$ cat config.mk
export PLATFORM = sky130hd
export DESIGN_NAME = mru_move_to_front_list
export DESIGN_NICKNAME = d
export VERILOG_FILES = /design/src/hdl/mtfl_pkg.sv /design/src/hdl/mtfl_cell.sv /design/src/hdl/mru_move_to_front_list.sv
export SDC_FILE = /design/constraint.sdc
export NUM_CORES = 1
export LEC_CHECK = 0
export BUFFER_PORTS_ARGS = -buffer_cell sky130_fd_sc_hd__buf_2
export CAP_MARGIN = 20
export CORE_MARGIN = 2
export CORE_UTILIZATION = 45
export DETAILED_ROUTE_END_ITERATION = 8
export PLACE_DENSITY = 0.64
export SYNTH_ARGS = -nofsm -noshare
export SYNTH_HDL_FRONTEND = slang
export SYNTH_HIERARCHICAL = 1
export SYNTH_SLANG_ARGS = --single-unit
$ cat constraint.sdc
create_clock -name clk -period 7.5 [get_ports clk]
set_input_delay 0.375 -clock clk [delete_from_list [all_inputs] [get_ports clk]]
set_output_delay 0.375 -clock clk [all_outputs]
set_load 0.02 [all_outputs]
$ cat src/hdl/mtfl_pkg.sv
// ----------------------------------------------------------------------------
// mtfl_pkg: shared types and constants for the move-to-front list
// Field widths, command codes and the control bundle driven into every cell.
// ----------------------------------------------------------------------------
package mtfl_pkg;

	// Beat field widths
	localparam int KEY_W   = 64;
	localparam int RANK_W  = 4;
	localparam int COUNT_W = 5;

	// Command kinds
	localparam logic KIND_TOUCH = 1'b0;
	localparam logic KIND_QUERY = 1'b1;

	// Control broadcast to the cell row
	typedef struct packed {
		logic cmp_en;   // compare phase: capture per-cell match
		logic upd_en;   // update phase: shift enabled cells
		logic touch;    // current command reorders the list
		logic hit;      // key was found in compare phase
	} cell_ctl_t;

endpackage

$ cat src/hdl/mtfl_cell.sv
// ----------------------------------------------------------------------------
// mtfl_cell: one entry of the move-to-front list
// Holds one key, compares it against the command key and takes its
// upstream neighbor's key when the list shifts down.
// ----------------------------------------------------------------------------
module mtfl_cell #(
	parameter int KEY_WIDTH = 64
) (
	input  logic                   clk,
	input  mtfl_pkg::cell_ctl_t    ctl,
	input  logic [KEY_WIDTH-1:0]   cmd_key,
	input  logic [KEY_WIDTH-1:0]   prev_key,
	input  logic                   valid,
	input  logic                   fill,
	input  logic                   seen_in,
	output logic [KEY_WIDTH-1:0]   key_o,
	output logic                   match,
	output logic                   seen_out,
	output logic                   first
);
	import mtfl_pkg::*;

	logic [KEY_WIDTH-1:0] key_q;
	logic                 match_s1;
	logic                 shift;

	// compare against the command key
	assign match = valid && (key_q == cmd_key);

	// match found in this cell or any cell nearer the front
	assign seen_out = seen_in | match_s1;
	assign first    = match_s1 & ~seen_in;

	// hit: cells up to the hit rank move; miss: cells up to the new tail move
	assign shift = ctl.upd_en && ctl.touch && (ctl.hit ? !seen_in : fill);

	always_ff @(posedge clk) begin
		if (ctl.cmp_en) begin
			match_s1 <= match;
		end
		if (shift) begin
			key_q <= prev_key;
		end
	end

	assign key_o = key_q;

endmodule

$ cat src/hdl/mru_move_to_front_list.sv
// ----------------------------------------------------------------------------
// mru_move_to_front_list: most-recently-used key list, newest at rank 0
// Result strobe done is registered after the compare cycle and the update cycle.
// A new command is accepted in the update cycle; compare cycle, then update cycle
// through the cell row (the next compare needs the reordered list).
// Reset clears the entry count and the sequencer; keys are not cleared.
// The receiver cannot stall: each result is shown for exactly one cycle.
// ----------------------------------------------------------------------------
module mru_move_to_front_list #(
	parameter int DEPTH     = 16,
	parameter int KEY_WIDTH = 64
) (
	input  logic                          clk,
	input  logic                          arst_n,
	input  logic                          start,
	output logic                          busy,
	input  logic                          kind,
	input  logic [mtfl_pkg::KEY_W-1:0]    key,
	output logic                          done,
	output logic                          found,
	output logic [mtfl_pkg::RANK_W-1:0]   rank,
	output logic [mtfl_pkg::COUNT_W-1:0]  count
);
	import mtfl_pkg::*;

	localparam int CW = $clog2(DEPTH + 1);
	localparam int PW = $clog2(DEPTH);

	logic                 accept;
	logic                 cmp_q;
	logic                 upd_q;
	logic                 kind_q;
	logic [KEY_WIDTH-1:0] ckey_q;
	logic                 hit_s1;
	logic [CW-1:0]        cnt_q;
	logic [CW-1:0]        cnt_next;
	logic                 done_q;
	logic                 found_q;
	logic [RANK_W-1:0]    rank_q;
	logic [COUNT_W-1:0]   count_q;
	logic [PW-1:0]        pos;
	logic [31:0]          pos32;
	logic [31:0]          cnt32;
	cell_ctl_t            ctl;

	logic [KEY_WIDTH-1:0] cell_key [DEPTH];
	logic [DEPTH-1:0]     cell_match;
	logic [DEPTH-1:0]     cell_first;
	logic [DEPTH:0]       seen;

	// command beat accepted when idle or in the update cycle
	assign busy   = cmp_q;
	assign accept = start & ~busy;

	// cell control bundle
	assign ctl.cmp_en = cmp_q;
	assign ctl.upd_en = upd_q;
	assign ctl.touch  = (kind_q == KIND_TOUCH);
	assign ctl.hit    = hit_s1;

	// cell row, rank 0 first
	assign seen[0] = 1'b0;
	for (genvar i = 0; i < DEPTH; i++) begin : g_cell
		logic [KEY_WIDTH-1:0] prev;
		if (i == 0) begin : g_front
			assign prev = ckey_q;
		end else begin : g_rest
			assign prev = cell_key[i-1];
		end
		mtfl_cell #(
			.KEY_WIDTH(KEY_WIDTH)
		) u_cell (
			.clk      (clk),
			.ctl      (ctl),
			.cmd_key  (ckey_q),
			.prev_key (prev),
			.valid    (CW'(i) < cnt_q),
			.fill     (CW'(i) <= cnt_q),
			.seen_in  (seen[i]),
			.key_o    (cell_key[i]),
			.match    (cell_match[i]),
			.seen_out (seen[i+1]),
			.first    (cell_first[i])
		);
	end

	// rank of the first match (at most one first flag is set)
	always_comb begin
		pos = '0;
		for (int i = 0; i < DEPTH; i++) begin
			if (cell_first[i]) begin
				pos = pos | PW'(i);
			end
		end
	end
	assign pos32 = 32'(pos);

	// entry count after this command
	always_comb begin
		cnt_next = cnt_q;
		if (kind_q == KIND_TOUCH && !hit_s1 && cnt_q < CW'(DEPTH)) begin
			cnt_next = cnt_q + CW'(1);
		end
	end
	assign cnt32 = 32'(cnt_next);

	// sequencer and count
	always_ff @(posedge clk or negedge arst_n) begin
		if (!arst_n) begin
			cmp_q  <= 1'b0;
			upd_q  <= 1'b0;
			done_q <= 1'b0;
			cnt_q  <= '0;
		end else begin
			cmp_q  <= accept;
			upd_q  <= cmp_q;
			done_q <= upd_q;
			if (upd_q) begin
				cnt_q <= cnt_next;
			end
		end
	end

	// command and result payload
	always_ff @(posedge clk) begin
		if (accept) begin
			kind_q <= kind;
			ckey_q <= key[KEY_WIDTH-1:0];
		end
		if (cmp_q) begin
			hit_s1 <= |cell_match;
		end
		if (upd_q) begin
			found_q <= hit_s1;
			rank_q  <= hit_s1 ? pos32[RANK_W-1:0] : '0;
			count_q <= cnt32[COUNT_W-1:0];
		end
	end

	assign done  = done_q;
	assign found = found_q;
	assign rank  = rank_q;
	assign count = count_q;

endmodule
Yosys cells after proc, flatten, opt, wreduce, memory -nomap -nowiden. Index checks and enable logic that the tools add are counted.

Flip-flop bits (word level): 1124. Latch bits: 0. Bits in writable memories: 0. Memory bits (read-only): 0. Output and inout bits: 12. Word-level logic and storage cells: 223. Memories: 0.

Add/sub/neg operators: 1. Multipliers: 0. Divide/modulo/power cells: 0. $lt $le $gt $ge: 33. Equal/unequal tests: 16. Shift-type cells: 0. Multiplexer cells: 32. Bitwise logic cells: 47. Reductions and logical operators: 52.

Operator list (number): $eq A64 B64 Y1 (16); $le A4 B5 Y1 const A (8); $lt A4 B5 Y1 const A (8); $logic_and A1 B1 Y1 (35); $mux W4 (8); $le A3 B5 Y1 const A (4); $lt A3 B5 Y1 const A (4); $mux W1 (17); $not A1 Y1 (17); $and A1 B1 Y1 (16); $logic_not A1 Y1 (16); $reduce_or A16 Y1 (1); $or A1 B1 Y1 (14); $mux W3 (4); $le A1 B5 Y1 const A (2); $le A2 B5 Y1 const A (2); $lt A1 B5 Y1 const A (2); $lt A2 B5 Y1 const A (2); $add A5 B1 Y5 const B (1); $lt A5 B5 Y1 const B (1); $mux W5 (1); $mux W2 (2).

Longest topological paths before layout.
Depth in word-level cells: 17. Mapped depth: 18.

By module. The synthesis kept the hierarchy.

By module, submodules not included: mtfl_cell (instances 16, cells an instance 164, area each 2730.1 um2); mru_move_to_front_list (instances 1, cells an instance 179, area each 3109.2 um2).

Worst setup path after synthesis. No wires, ideal clock.

Path type: flip-flop to flip-flop. From: register g_cell[0].u_cell.match_s1. To: register g_cell[15].u_cell.key_q[0] (enable). Setup time: 0.429 ns. Arrival time: 6.403 ns. Data required time: 7.071 ns. Slack: 0.668 ns. Stages on the path, launching flop included: 18. Path buffers: 0. Period minus slack after synthesis: 6.832 ns. Cell sequence: edfxtp_1 > or2_2 > or2_2 > or2_2 > or2_2 > or2_2 > or2_2 > or2_2 > or2_2 > or2_2 > or2_2 > or2_2 > or2_2 > or2_2 > or2_2 > or2_2 > mux2i_1 > and3_1.

Longest elaborated chain between the ends: 17.

RTL lines: start: declaration (line mtfl_cell.sv:24) `logic match_s1;`; start signal: assignment (line mtfl_cell.sv:39) `match_s1 <= match;`; $or A1 B1 Y1 (line mtfl_cell.sv:31) `assign seen_out = seen_in | match_s1;`; named net seen[2] (line mru_move_to_front_list.sv:49) `logic [DEPTH:0] seen;`; $or A1 B1 Y1 (line mtfl_cell.sv:31); named net seen[3] (line mru_move_to_front_list.sv:49); $or A1 B1 Y1 (line mtfl_cell.sv:31); named net seen[4] (line mru_move_to_front_list.sv:49); $or A1 B1 Y1 (line mtfl_cell.sv:31); named net seen[5] (line mru_move_to_front_list.sv:49); [... 1 more ...]; named net seen[6] (line mru_move_to_front_list.sv:49); [... 1 more ...]; named net seen[7] (line mru_move_to_front_list.sv:49); [... 1 more ...]; named net seen[8] (line mru_move_to_front_list.sv:49); [... 1 more ...]; named net seen[9] (line mru_move_to_front_list.sv:49); [... 1 more ...]; named net seen[10] (line mru_move_to_front_list.sv:49); [... 1 more ...]; named net seen[11] (line mru_move_to_front_list.sv:49); [... 1 more ...]; named net seen[12] (line mru_move_to_front_list.sv:49); [... 1 more ...]; named net seen[13] (line mru_move_to_front_list.sv:49); $or A1 B1 Y1 (line mtfl_cell.sv:31); named net seen[14] (line mru_move_to_front_list.sv:49); $or A1 B1 Y1 (line mtfl_cell.sv:31); named net seen[15] (line mru_move_to_front_list.sv:49); $logic_not A1 Y1 (line mtfl_cell.sv:35) `assign shift = ctl.upd_en && ctl.touch && (ctl.hit ? !seen_in : fill);`; $mux W1 (line mtfl_cell.sv:35); $logic_and A1 B1 Y1 (line mtfl_cell.sv:35); named net g_cell[15].u_cell.shift (line mtfl_cell.sv:25) `logic shift;`; end signal: assignment (line mtfl_cell.sv:42) `key_q <= prev_key;`; end: declaration (line mtfl_cell.sv:23) `logic [KEY_WIDTH-1:0] key_q;`.

The timed path passes the listed nets, and every way through them passes these cells. A chain may end at the register's enable or synchronous reset.

Worst setup path after layout.
From: register g_cell[0].u_cell.match_s1. To: register g_cell[15].u_cell.key_q[61] (enable).

Same word-level chain as after synthesis.

==> qor.yml <==
grt:
  grt_use_total: 0.170
  grt_pass1_vias: 25100
  use_met2: 0.306
  busiest_layer: "met2"
  grt_pass1_wl_mm: 140
  gr-total-overflow: 0
  antenna_found_initial: 0
  use_met3: 0.0265
  use_met1: 0.213
  grt_start_max_net_pins: 65
logic_synthesis:
  synth_cells: 2801
  ys_warn_count: 6
  syn-cell-area_um2: 46800
  syn_area_per_cell_um2: 16.7
worst_setup_path:
  r2r_start: "g_cell[0].u_cell/match_s1"
  timing.critical_path.mode_cell: "or2_2"
  arrival_ns: 6.64
  slowest_stage: "and3_2"
  cp-start-kind: "flop"
  reg2reg_depth: 18
  regToRegSetupSlack_ns: 1.21
  critical_path.max_stage_delay_ns: 0.52
  cp_top_family: "simple AND/OR/NAND/NOR gates"
  worstSetupPathDepth: 18
  crit_chain: "or2_2, or2_2, or2_2, or2_2, or2_2, or2_2, or2_2, or2_2, or2_2, or2_2, or2_2, or2_2, or2_2, or2_2, or2_2, mux2i_1, and3_2, buf_4"
  cp_max_fo: 20
  critPathLaunch: "g_cell[0].u_cell/match_s1"
  cp-end-kind: "flop"
  crit_required_ns: 7.85
  crit_type: "flop to flop"
  path_buf_inv: 1
clock_tree:
  clk_pin_slew_ns: 0.06
  numCtsBuffers: 114
  cts_max_level: 3
  clockBufferDepth: 3
  clockRootBuffer: "clkbuf_16"
  cts_tree: "built"
  worstSkewPairLatency_ns: 0.68
  clock_sinks: 1124
sta:
  drv_slew: 0
  finalCritPeriodShare: 0.838
  max_freq_ghz: 0.159
  clock_skew_ns: 0.0188
  hold_ws_ns: 0.0730
  tns_ns: 0
  finalSetupViolations: 0
  rsz0062_at_grt: "false"
  hold_viol: 0
  relSlewSlack: 0.289
  tightest_slew_ns: 1.06
  period_needed_ns: 6.29
power_and_ir_drop:
  netSwitchingFraction: 0.222
  seqPwrFrac: 0.533
  power.density_nw_per_um2: 260
  peakVddDrop_mv: 0.221
  power_frac_comb: 0.065
  p_switching_mw: 3.09
  clockPowerShare: 0.402
  p_int_mw: 10.8
  power.total_mw: 13.9
  p_leak_nw: 17.7
placed_design:
  dpl_cell_area_um2: 49200
  portBuffers: 79
  gp_congestion: 0.833
  hpwl_mm: 65.0
min_path:
  hp-class: "input pin to asynchronous set/reset pin"
route:
  post-route-drc-count: 0
  wl_per_cell_um: 19.8
  dr.pass1.iters: 9
  ant_nets: 0
  viasPerCell: 5.22
  wl_mm: 90.5
  dr.first_iter.drc_count: 1946
  vias: 23800
flow_run:
  max_cap_violations: 0
floorplan:
  die_x_um: 326
  rows: 118
  core-area_um2: 103000
  die_height_um: 326
  start_util: 0.453
  io_pins: 80
  die_area_um2: 107000
finish:
  antenna_cells: 0
  stdcell_area_um2: 53600
  layout-drive-gt1-share: 0.123
  layout.nets: 3162
  syn2layout_area_growth_pct: 14.5
status:
  outcome: "finished clean"
[cell usage in the layout (no fill, tap or decap), drive strengths merged]
| cell | instances |
|---|---|
| nor2 | 4 |
| conb | 2 |
| a222oi | 16 |
| clkinv | 43 |
| o22ai | 48 |
| dlygate4sd3 | 66 |
| edfxtp | 1116 |
| dfrtp | 8 |
| or2 | 16 |
| o21ai | 23 |
| a22oi | 32 |
| o21bai | 6 |
| nor3 | 18 |
| mux2i | 16 |
| a21o | 6 |
| nand4 | 97 |
| or3 | 4 |
| a41o | 4 |
| xnor2 | 278 |
| a21oi | 1 |
| ha | 3 |
| nand2 | 12 |
| bufinv | 12 |
| xor2 | 624 |
| a2bb2oi | 16 |
| clkinvlp | 3 |
| nand2b | 4 |
| nor4b | 1 |
| inv | 153 |
| nand4b | 16 |
| clkbuf | 149 |
| nand3 | 34 |
| buf | 114 |
| a21boi | 4 |
| and3 | 16 |
| nor4 | 203 |
| nor2b | 17 |
[power by group through the flow]
stage	sequential (mW)	combinational [mW]	clock, mW
final	7.42	0.898	5.59
after global routing	7.46	0.981	5.96
after CTS	7.42	0.898	5.73
after detailed placement	7.55	0.866	0
after global placement	7.54	0.847	0
after floorplan	7.50	0.609	0
[registers in the layout, indices dropped and copies added, names as in the netlist]
name and count:
found 1, kind_q 1, done 1, hit_s1 1, rank 4, g_cell.u_cell/key_o 1024, ckey_q 64, cnt_q 5
busy 1, upd_q 1, g_cell.u_cell/match_s1 16, count 5
[routing by layer]
layer  up-vias  routed length [um]
li1      11100                   -
met1     12100               37800
met2       483               46800
met3       140                3830
met4         0                1970
met5         -                   0
[what timing repair did]
item	CTS	global route
hold buffers	66	0
endpoints found under the hold margin	73	0
resized for setup	0	0
setup buffers	0	0
[path summary, 6_finish.rpt]
kind | to
worst max-delay path | g_cell[15].u_cell/key_o[61]
worst min-delay path | cnt_q[2]
worst max register to register | g_cell[15].u_cell/key_o[61]
worst min register to register | g_cell[15].u_cell/key_o[15]
max in group asynchronous | upd_q
min in group clk | busy
[area by class of cell]
| type | count | area, um^2 |
|---|---|---|
| fillers | 8370 | 49800 |
| flip-flops and latches | 1124 | 33700 |
| multi-input cells | 1521 | 12500 |
| clock buffers | 149 | 3090 |
| well taps | 1380 | 1730 |
| repair buffers | 180 | 1380 |
| clock inverters | 61 | 601 |
| inverters | 150 | 563 |
[per-stage QoR]
step,cells,util,worst slack [ns]
after floorplan,2802,-,0.695
after global placement,4288,0.476,1.32
after detailed placement,4288,0.476,1.25
after CTS,4564,0.518,1.25
after global routing,4565,0.518,1.02
final,4565,0.518,1.21
Note: power is estimated with default switching activity, not from simulation.
